File: src/rtl/pfra_pkg.sv
// Shared types and constants of the page frame reference count allocator.
// No dependencies; every other file imports it.
`default_nettype none

package pfra_pkg;

    localparam int ADDR_W        = 25;
    localparam int CNT_W         = 8;
    localparam int ST_W          = 3;
    localparam int MODE_W        = 3;
    localparam int PAGE_SHIFT    = 12;
    localparam int PAGE_NUM_W    = ADDR_W - PAGE_SHIFT;
    localparam int BASE_PAGE     = 256;
    localparam int NUM_PAGES_DEF = 4096;
    localparam int CFG_IDX_W     = 1;

    localparam logic [ADDR_W-1:0] BASE_ADDR = ADDR_W'(BASE_PAGE << PAGE_SHIFT);
    localparam logic [CNT_W-1:0]  USED_MARK = CNT_W'(100);
    localparam logic [CNT_W-1:0]  CNT_MAX   = {CNT_W{1'b1}};

    // configuration register indexes
    localparam logic [CFG_IDX_W-1:0] CFG_FREE_START = 1'b0;
    localparam logic [CFG_IDX_W-1:0] CFG_MEM_END    = 1'b1;

    // request modes
    localparam logic [MODE_W-1:0] MODE_INIT    = 3'd0;
    localparam logic [MODE_W-1:0] MODE_ALLOC   = 3'd1;
    localparam logic [MODE_W-1:0] MODE_RELEASE = 3'd2;
    localparam logic [MODE_W-1:0] MODE_ADD     = 3'd3;
    localparam logic [MODE_W-1:0] MODE_QUERY   = 3'd4;

    // result status codes
    localparam logic [ST_W-1:0] ST_OK      = 3'd0;
    localparam logic [ST_W-1:0] ST_OOM     = 3'd1;
    localparam logic [ST_W-1:0] ST_NOPAGE  = 3'd2;
    localparam logic [ST_W-1:0] ST_DOUBLE  = 3'd3;
    localparam logic [ST_W-1:0] ST_IGNORED = 3'd4;
    localparam logic [ST_W-1:0] ST_SAT     = 3'd5;

    typedef enum logic [2:0] {
        S_SWEEP,
        S_IDLE,
        S_SCAN,
        S_READ,
        S_MODIFY
    } state_t;

    typedef struct packed {
        logic [ADDR_W-1:0] free_start;
        logic [ADDR_W-1:0] mem_end;
    } cfg_t;

    typedef struct packed {
        logic [ADDR_W-1:0] result_addr;
        logic [CNT_W-1:0]  ref_count;
        logic [ST_W-1:0]   status;
    } rsp_t;

endpackage

`default_nettype wire

File: src/rtl/pfra_if.sv
// Valid/ready channel interfaces: request, result and configuration write.
// Depends on pfra_pkg for the field widths.
`default_nettype none

interface pfra_cmd_if;
    import pfra_pkg::*;
    logic              valid;
    logic              ready;
    logic [MODE_W-1:0] mode;
    logic [ADDR_W-1:0] page_addr;
    modport source (output valid, output mode, output page_addr, input ready);
    modport sink   (input valid, input mode, input page_addr, output ready);
endinterface


`default_nettype wire

File: src/rtl/pfra_ctrl.sv
// Sequencer of the allocator: table sweep, allocation scan and read-modify-write.
// Depends on pfra_pkg, pfra_if and drives the pfra_count_mem ports.
`default_nettype none

module pfra_ctrl #(
    parameter int NUM_PAGES = pfra_pkg::NUM_PAGES_DEF,
    parameter int IDX_W     = (NUM_PAGES > 1) ? $clog2(NUM_PAGES) : 1
) (
    input  wire logic                       clk,
    input  wire logic                       rst_n,
    pfra_cmd_if.sink                        cmd,
    input  wire pfra_pkg::cfg_t             cfg,
    output      pfra_pkg::rsp_t             res,
    output      logic                       res_valid,
    input  wire logic                       res_ready,
    output      logic                       mem_we,
    output      logic [IDX_W-1:0]           mem_waddr,
    output      logic [pfra_pkg::CNT_W-1:0] mem_wdata,
    output      logic [IDX_W-1:0]           mem_raddr,
    input  wire logic [pfra_pkg::CNT_W-1:0] mem_rdata
);
    import pfra_pkg::*;

    localparam int PG_W = ((IDX_W > PAGE_NUM_W) ? IDX_W : PAGE_NUM_W) + 1;
    localparam logic [IDX_W-1:0] IDX_LAST = IDX_W'(NUM_PAGES - 1);
    localparam logic [PG_W-1:0]  PG_BASE  = PG_W'(BASE_PAGE);
    localparam logic [PG_W-1:0]  PG_LIMIT = PG_W'(NUM_PAGES);

    state_t            state_reg, state_next;
    logic [IDX_W-1:0]  sweep_idx_reg, sweep_idx_next;
    logic              fr_ok_reg, fr_ok_next;
    logic [PG_W-1:0]   fr_spg_reg, fr_spg_next;
    logic [PG_W-1:0]   fr_cnt_reg, fr_cnt_next;
    logic              init_pend_reg, init_pend_next;
    logic [IDX_W-1:0]  scan_ptr_reg, scan_ptr_next;
    logic [IDX_W-1:0]  chk_idx_reg, chk_idx_next;
    logic              chk_vld_reg, chk_vld_next;
    logic [IDX_W-1:0]  lk_idx_reg, lk_idx_next;
    logic [MODE_W-1:0] op_reg, op_next;
    rsp_t              res_reg, res_next;
    logic              res_pend_reg, res_pend_next;

    logic              accept;
    logic              below;
    logic              past;
    logic              lk_ok;
    logic [PG_W-1:0]   pg_in;
    logic [PG_W-1:0]   idx_full;
    logic [ADDR_W-1:0] span;
    logic [PG_W-1:0]   sweep_pg;
    logic [PG_W-1:0]   sweep_off;
    logic              sweep_free;
    logic              sweep_last;
    logic              scan_hit;
    logic              scan_end;
    logic [PG_W-1:0]   chk_pg;

    assign cmd.ready = (state_reg == S_IDLE) && !res_pend_reg;
    assign accept    = cmd.valid && cmd.ready;
    assign res       = res_reg;
    assign res_valid = res_pend_reg;

    // address check for release, add and query
    assign below    = cmd.page_addr < BASE_ADDR;
    assign pg_in    = PG_W'(cmd.page_addr[ADDR_W-1:PAGE_SHIFT]);
    assign idx_full = pg_in - PG_BASE;
    assign past     = (cmd.page_addr >= cfg.mem_end) || (idx_full >= PG_LIMIT);
    assign lk_ok    = !below && !past;
    assign span     = cfg.mem_end - cfg.free_start;

    // entry is freed by init when its page lies in [start page, start page + count)
    assign sweep_pg   = PG_W'(sweep_idx_reg) + PG_BASE;
    assign sweep_off  = sweep_pg - fr_spg_reg;
    assign sweep_free = fr_ok_reg && (sweep_pg >= fr_spg_reg) && (sweep_off < fr_cnt_reg);
    assign sweep_last = sweep_idx_reg == IDX_LAST;

    assign scan_hit = chk_vld_reg && (mem_rdata == '0);
    assign scan_end = chk_vld_reg && (chk_idx_reg == '0);
    assign chk_pg   = PG_W'(chk_idx_reg) + PG_BASE;

    always_comb
    begin
        state_next = state_reg;
        unique case (state_reg)
            S_SWEEP:
            begin
                if (sweep_last)
                begin
                    state_next = S_IDLE;
                end
            end
            S_IDLE:
            begin
                if (accept)
                begin
                    priority if (cmd.mode == MODE_INIT)
                        state_next = S_SWEEP;
                    else if (cmd.mode == MODE_ALLOC)
                        state_next = S_SCAN;
                    else if ((cmd.mode == MODE_RELEASE || cmd.mode == MODE_ADD ||
                              cmd.mode == MODE_QUERY) && lk_ok)
                        state_next = S_READ;
                    else
                        state_next = S_IDLE;
                end
            end
            S_SCAN:
            begin
                if (scan_hit || scan_end)
                begin
                    state_next = S_IDLE;
                end
            end
            S_READ:
            begin
                state_next = S_MODIFY;
            end
            S_MODIFY:
            begin
                state_next = S_IDLE;
            end
            default:
            begin
                state_next = S_IDLE;
            end
        endcase
    end

    always_comb
    begin
        sweep_idx_next = sweep_idx_reg;
        fr_ok_next     = fr_ok_reg;
        fr_spg_next    = fr_spg_reg;
        fr_cnt_next    = fr_cnt_reg;
        init_pend_next = init_pend_reg;
        scan_ptr_next  = scan_ptr_reg;
        chk_idx_next   = chk_idx_reg;
        chk_vld_next   = chk_vld_reg;
        lk_idx_next    = lk_idx_reg;
        op_next        = op_reg;
        res_next       = res_reg;
        res_pend_next  = res_pend_reg && !res_ready;
        mem_we         = 1'b0;
        mem_waddr      = '0;
        mem_wdata      = '0;
        mem_raddr      = '0;
        unique case (state_reg)
            S_SWEEP:
            begin
                mem_we         = 1'b1;
                mem_waddr      = sweep_idx_reg;
                mem_wdata      = sweep_free ? '0 : USED_MARK;
                sweep_idx_next = sweep_idx_reg + 1'b1;
                if (sweep_last)
                begin
                    init_pend_next = 1'b0;
                    if (init_pend_reg)
                    begin
                        res_next      = '{result_addr: '0, ref_count: '0, status: ST_OK};
                        res_pend_next = 1'b1;
                    end
                end
            end
            S_IDLE:
            begin
                if (accept)
                begin
                    priority if (cmd.mode == MODE_INIT)
                    begin
                        // an unaligned start frees from the page that holds it
                        fr_ok_next     = cfg.mem_end > cfg.free_start;
                        fr_spg_next    = PG_W'(cfg.free_start[ADDR_W-1:PAGE_SHIFT]);
                        fr_cnt_next    = PG_W'(span[ADDR_W-1:PAGE_SHIFT]);
                        sweep_idx_next = '0;
                        init_pend_next = 1'b1;
                    end
                    else if (cmd.mode == MODE_ALLOC)
                    begin
                        scan_ptr_next = IDX_LAST;
                        chk_vld_next  = 1'b0;
                    end
                    else if (cmd.mode == MODE_RELEASE || cmd.mode == MODE_ADD ||
                             cmd.mode == MODE_QUERY)
                    begin
                        if (lk_ok)
                        begin
                            lk_idx_next = idx_full[IDX_W-1:0];
                            op_next     = cmd.mode;
                        end
                        else
                        begin
                            res_next      = '{result_addr: '0, ref_count: '0,
                                              status: below ? ST_IGNORED : ST_NOPAGE};
                            res_pend_next = 1'b1;
                        end
                    end
                    else
                    begin
                        res_next      = '{result_addr: '0, ref_count: '0, status: ST_IGNORED};
                        res_pend_next = 1'b1;
                    end
                end
            end
            S_SCAN:
            begin
                // read one entry a cycle, check the one read in the cycle before
                mem_raddr = scan_ptr_reg;
                priority if (scan_hit)
                begin
                    mem_we        = 1'b1;
                    mem_waddr     = chk_idx_reg;
                    mem_wdata     = CNT_W'(1);
                    res_next      = '{result_addr: {chk_pg[PAGE_NUM_W-1:0],
                                                    {PAGE_SHIFT{1'b0}}},
                                      ref_count: CNT_W'(1), status: ST_OK};
                    res_pend_next = 1'b1;
                end
                else if (scan_end)
                begin
                    res_next      = '{result_addr: '0, ref_count: '0, status: ST_OOM};
                    res_pend_next = 1'b1;
                end
                else
                begin
                    chk_idx_next  = scan_ptr_reg;
                    chk_vld_next  = 1'b1;
                    scan_ptr_next = scan_ptr_reg - 1'b1;
                end
            end
            S_READ:
            begin
                mem_raddr = lk_idx_reg;
            end
            S_MODIFY:
            begin
                mem_waddr     = lk_idx_reg;
                res_pend_next = 1'b1;
                priority if (op_reg == MODE_RELEASE)
                begin
                    if (mem_rdata == '0)
                    begin
                        res_next = '{result_addr: '0, ref_count: '0, status: ST_DOUBLE};
                    end
                    else
                    begin
                        mem_we    = 1'b1;
                        mem_wdata = mem_rdata - 1'b1;
                        res_next  = '{result_addr: '0, ref_count: mem_rdata - 1'b1,
                                      status: ST_OK};
                    end
                end
                else if (op_reg == MODE_ADD)
                begin
                    if (mem_rdata == CNT_MAX)
                    begin
                        res_next = '{result_addr: '0, ref_count: CNT_MAX, status: ST_SAT};
                    end
                    else
                    begin
                        mem_we    = 1'b1;
                        mem_wdata = mem_rdata + 1'b1;
                        res_next  = '{result_addr: '0, ref_count: mem_rdata + 1'b1,
                                      status: ST_OK};
                    end
                end
                else
                begin
                    res_next = '{result_addr: '0, ref_count: mem_rdata, status: ST_OK};
                end
            end
            default:
            begin
                mem_we = 1'b0;
            end
        endcase
    end

    // reset starts with a sweep that fills the table with the used mark
    always_ff @(posedge clk or negedge rst_n)
    begin
        if (!rst_n)
        begin
            state_reg     <= S_SWEEP;
            sweep_idx_reg <= '0;
            fr_ok_reg     <= 1'b0;
            init_pend_reg <= 1'b0;
            chk_vld_reg   <= 1'b0;
            res_pend_reg  <= 1'b0;
        end
        else
        begin
            state_reg     <= state_next;
            sweep_idx_reg <= sweep_idx_next;
            fr_ok_reg     <= fr_ok_next;
            init_pend_reg <= init_pend_next;
            chk_vld_reg   <= chk_vld_next;
            res_pend_reg  <= res_pend_next;
        end
    end

    always_ff @(posedge clk)
    begin
        fr_spg_reg   <= fr_spg_next;
        fr_cnt_reg   <= fr_cnt_next;
        scan_ptr_reg <= scan_ptr_next;
        chk_idx_reg  <= chk_idx_next;
        lk_idx_reg   <= lk_idx_next;
        op_reg       <= op_next;
        res_reg      <= res_next;
    end

endmodule

`default_nettype wire

File: src/flat_wrapper.sv
// flat-port wrapper written by rule: the top's interface ports become plain ports
module pfra_ctrl_flat import pfra_pkg::*;
#(
    parameter int NUM_PAGES = pfra_pkg::NUM_PAGES_DEF,
    parameter int IDX_W     = (NUM_PAGES > 1) ? $clog2(NUM_PAGES) : 1
)
  (clk, rst_n, cfg, res, res_valid, res_ready, mem_we, mem_waddr, mem_wdata, mem_raddr, mem_rdata, cmd_valid, cmd_mode, cmd_page_addr, cmd_ready);
  pfra_cmd_if cmd_i ();
  input  wire logic clk;
  input  wire logic rst_n;
  input  wire pfra_pkg::cfg_t cfg;
  output      pfra_pkg::rsp_t res;
  output      logic res_valid;
  input  wire logic res_ready;
  output      logic mem_we;
  output      logic [IDX_W-1:0] mem_waddr;
  output      logic [pfra_pkg::CNT_W-1:0] mem_wdata;
  output      logic [IDX_W-1:0] mem_raddr;
  input  wire logic [pfra_pkg::CNT_W-1:0] mem_rdata;
  input wire logic [$bits(cmd_i.valid)-1:0] cmd_valid;
  input wire logic [$bits(cmd_i.mode)-1:0] cmd_mode;
  input wire logic [$bits(cmd_i.page_addr)-1:0] cmd_page_addr;
  output wire logic [$bits(cmd_i.ready)-1:0] cmd_ready;
  assign cmd_i.valid = cmd_valid;
  assign cmd_i.mode = cmd_mode;
  assign cmd_i.page_addr = cmd_page_addr;
  assign cmd_ready = cmd_i.ready;
  pfra_ctrl #(.NUM_PAGES(NUM_PAGES), .IDX_W(IDX_W)) u_core (.clk(clk), .rst_n(rst_n), .cmd(cmd_i), .cfg(cfg), .res(res), .res_valid(res_valid), .res_ready(res_ready), .mem_we(mem_we), .mem_waddr(mem_waddr), .mem_wdata(mem_wdata), .mem_raddr(mem_raddr), .mem_rdata(mem_rdata));
endmodule
File: config.mk
export PLATFORM = sky130hd
export DESIGN_NAME = pfra_ctrl_flat
export DESIGN_NICKNAME = d
export VERILOG_FILES = /design/src/rtl/pfra_pkg.sv /design/src/rtl/pfra_if.sv /design/src/rtl/pfra_ctrl.sv /design/src/flat_wrapper.sv
export SDC_FILE = /design/constraint.sdc
export NUM_CORES = 1
export LEC_CHECK = 0
export BUFFER_PORTS_ARGS = -buffer_cell sky130_fd_sc_hd__buf_2
export CORE_MARGIN = 2
export CORE_UTILIZATION = 53
export CTS_CLUSTER_SIZE = 30
export DETAILED_ROUTE_END_ITERATION = 6
export MAX_ROUTING_LAYER = met4
export PLACE_DENSITY_LB_ADDON = 0.12
export SLEW_MARGIN = 20
export SYNTH_ARGS = -nofsm -noshare
export SYNTH_HDL_FRONTEND = slang
export SYNTH_SLANG_ARGS = --single-unit
File: constraint.sdc
create_clock -name clk -period 6.2 [get_ports clk]
set_clock_uncertainty 0.2 [all_clocks]
set_input_delay 1.24 -clock clk [delete_from_list [all_inputs] [get_ports clk]]
set_output_delay 1.24 -clock clk [all_outputs]
set_load 0.01 [all_outputs]
==> summary.json <==
{
  "grt": {
    "grt_antenna_before_repair": 0,
    "grt_pass1_vias": 6090,
    "maximum_number_of_pins_on_one_net_before_global_route_repair": 27,
    "grt_first_pass_wirelength_um": 30840,
    "grt_overflow": 0,
    "grtUsageTotal_pct": 25.33
  },
  "hold_path": {
    "min_delay_path_depth": 1,
    "worst_hold_path_type": "flip-flop to flip-flop",
    "min-delay-start": "u_core.fr_ok_reg$_DFFE_PN0P_",
    "min_delay_worst_endpoint": "u_core.fr_ok_reg$_DFFE_PN0P_"
  },
  "run": {
    "max_cap_viol_count": 0
  },
  "critical_path": {
    "regToRegEndpoint": "u_core.fr_spg_reg[10]$_DFFE_PP_",
    "rr_startpoint": "u_core.state_reg[0]$_DFFE_PN0P_",
    "crit_fanout": 6,
    "path_class": "flip-flop to output pin",
    "worstSetupStartpointType": "flip-flop",
    "worst-r2r-cell-count": 3,
    "r2r_slack_ns": 2.84,
    "crit_arrival_ns": 4.13,
    "crit_required_ns": 4.76,
    "timing.critical_path.to_type": "output pin",
    "critical_path.startpoint": "u_core.sweep_idx_reg[0]$_DFFE_PN0P_"
  },
  "placement": {
    "port-buffer-count": 148,
    "dp.cells": 1153,
    "weighted_congestion_reported_at_the_end_of_routability_driven_placement": 0.9122,
    "post-dp-hpwl_um": 15340
  },
  "clock_tree": {
    "path_clk_slew_ns": 0.07,
    "numCtsBuffers": 9,
    "hold_buffers": 0,
    "numClockSinks": 108,
    "worstSkewPairLatency_ns": 0.36,
    "clock_tree.buffer_depth": 2,
    "post_cts_resize_count": 0,
    "cts-root-buf": "clkbuf_16",
    "cts.htree.levels": 3,
    "cts_tree": "yes",
    "post_cts_buffers": 0
  },
  "floorplanning": {
    "num_io_pins": 161,
    "dieHeight_um": 125.7,
    "fp-row-count": 44,
    "floorplan.initialDensity_pct": 54.20,
    "floorplan.die_area_um2": 15800,
    "die_w_um": 125.7,
    "core_area_um2": 14480
  },
  "synth": {
    "synth-async-reset-ratio_pct": 17.59,
    "postSynthRegisterBits": 108,
    "dominantRegCellSynth": "edfxtp_1",
    "synth_simple_gate_area_share_pct": 16.45,
    "synth_cell_type_count": 67,
    "synth_enable_flop_cells": 89,
    "synth_fa_ha_area_share_pct": 13.49,
    "synth-compound-area-share_pct": 15.88,
    "synth_top_family_by_area": "simple AND/OR/NAND/NOR gates",
    "post_synth_main_area_contributors": "edfxtp_1 (34%), ha_1 (13%), dfrtp_1 (6.1%)",
    "synth_top_cell_area_share_pct": 34.06,
    "synth_largest_area_cell": "edfxtp_1",
    "post_synth_xor_area_fraction_pct": 4.688,
    "mappedNetlistArea_um2": 7848,
    "syn_inst": 837,
    "syn_area_per_cell_um2": 9.376,
    "yosysSeqAreaShare_pct": 40.11,
    "synth_warnings": 0,
    "synth_mux_area_share_pct": 2.184
  },
  "sta": {
    "setup_viol": 0,
    "fin_setup_tns_ns": 0,
    "finalHoldViolCount": 0,
    "final_max_slew_viol_count": 0,
    "worst_tran_pin_value_ns": 1.004,
    "fin_crit_sh_pct": 89.78,
    "post-route-min-period_ns": 5.566,
    "unrepaired_setup_endpoints_after_global_routing": "false",
    "worst_slew_margin_rel_pct": 33.08,
    "maxClockFrequency_mhz": 179.7,
    "final.hold.worst_slack_ns": 0.3336
  },
  "power": {
    "switching_share_pct": 35.62,
    "pwr-share-comb_pct": 33.7,
    "p_switching_w": 0.0008508,
    "power.density_cell_area_nw_per_um2": 264.4,
    "power.internal_w": 0.001538,
    "power_frac_seq_pct": 42.0,
    "p_leak_nw": 4.267,
    "p_clk_share_pct": 24.2,
    "peak_supply_drop_v": 0.0001587
  },
  "final_layout": {
    "layout-drive-gt1-share_pct": 18.38,
    "flip_flop_count_of_the_largest_register_all_copies_and_words_added": 24,
    "layout.nets": 1154,
    "area_growth_pct": 15.08,
    "finish.utilization_pct": 62.37,
    "final_cells": 1169,
    "insertedDiodeCount": 0
  },
  "routing": {
    "drt_pre_antenna_iters": 5,
    "drt-wirelength-per-cell_um": 16.36,
    "routed_via_density": 5.603,
    "via_count": 6550,
    "initialDrtViolationCount": 576,
    "final_antenna_violating_net_count": 0,
    "route.final.wire_length_um": 19130,
    "detail_route.drc_violations": 0
  },
  "outcome": {
    "run_status": "finished clean"
  }
}
==> metrics by stage <==
step                      area, µm²  power (W)  worst slack, ns
final                          9031   0.002388           0.6339
after global routing           9031   0.002538           0.2279
after CTS                      9031   0.002397           0.6218
after detailed placement       8736   0.001825            1.016
after global placement         8736   0.001806            1.113
after floorplan                7889   0.001545            1.557
==> cells by family (layout without fill, tap and decap cells) <==
logic type / after synthesis / after routing
flip-flops: 108 / 108
buffers and inverters: 135 / 272
adder cells (fa/ha/maj): 84 / 84
AO/OA/AOI/OAI: 194 / 194
XOR/XNOR: 42 / 42
AND/OR/NAND/NOR: 256 / 256
multiplexers: 17 / 17
other: 1 / 12
==> metal layers <==
layer  GRT usage [%]  vias to the layer above  wire length, µm
li1                -                     3275                -
met1           32.75                     3027             8494
met3           4.970                       25             1164
met2           41.24                      223             9137
met5               -                        -                0
met4           6.471                        0              331
==> layout by cell type, fill, tap and decap left out, types with 4 or more instances in the layout <==
cell type,n
buf_2,148
a21o_1,19
a221o_1,8
nor2b_1,11
dfrtp_1,19
and4_1,6
nor3_1,11
o21ai_0,43
and2_1,12
nor2_1,68
inv_1,102
xnor2_1,28
o211ai_1,4
conb_1,12
a222oi_1,4
o21ai_1,11
mux2i_1,16
ha_1,83
edfxtp_1,89
a211oi_1,9
o41ai_1,4
nand2_1,65
nand4_1,12
nand2b_1,13
clkbuf_16,9
xor2_1,14
nor4_1,4
and3_1,13
a31oi_1,9
nand3_1,23
a21oi_1,50
buf_4,6
==> layout make-up <==
type,count,area (µm²)
clock buffers,9,225.2
clock inverters,7,70.07
fillers,1280,5448
inverters,102,382.9
multi-input cells,605,4189
flip-flops and latches,108,3148
well taps,184,230.2
repair buffers,154,785.8
==> cell usage after synthesis, drive strengths merged (14+ instances only) <==
cell    number
inv        102
edfxtp      89
ha          83
nor2        68
nand2       65
o21ai       55
a21oi       50
xnor2       28
nand3       23
a21o        19
dfrtp       19
clkbuf      17
buf         16
mux2i       16
xor2        14
==> how the worst max path moves through the flow <==
stage / endpoint / slack, ns / cells past startpoint
6_report: mem_wdata[2] / 0.63 / 20
5_1_grt: mem_wdata[6] / 0.23 / 20
4_1_cts: mem_wdata[2] / 0.62 / 20
3_5_place_dp: mem_wdata[2] / 1.02 / 20
3_3_place_gp: mem_wdata[5] / 1.11 / 20
2_1_floorplan: mem_wdata[2] / 1.56 / 19
==> power by group through the flow <==
stage | sequential (W) | clock, W | combinational, W
floorplan | 0.00102 | 0 | 0.000521
global placement | 0.00101 | 0 | 0.000794
detailed placement | 0.00102 | 0 | 0.000804
CTS | 0.00100 | 0.000584 | 0.000809
global route | 0.00101 | 0.000617 | 0.000906
finish | 0.00100 | 0.000579 | 0.000806
==> worst max-delay path, stage by stage (launching register included) <==
cell	delay, ns
dfrtp_1	0.44
inv_1	0.08
ha_1	0.15
inv_1	0.06
fa_1	0.40
a21oi_1	0.22
o21ai_1	0.10
a21oi_1	0.24
a211oi_1	0.18
a21o_1	0.20
a21oi_1	0.16
xnor2_1	0.08
ha_1	0.18
a21o_1	0.15
a21oi_1	0.15
o221ai_1	0.13
a21oi_1	0.18
o211ai_1	0.11
a21oi_1	0.27
o21ai_0	0.13
buf_2	0.15
Note: power is estimated with default switching activity, not from simulation.
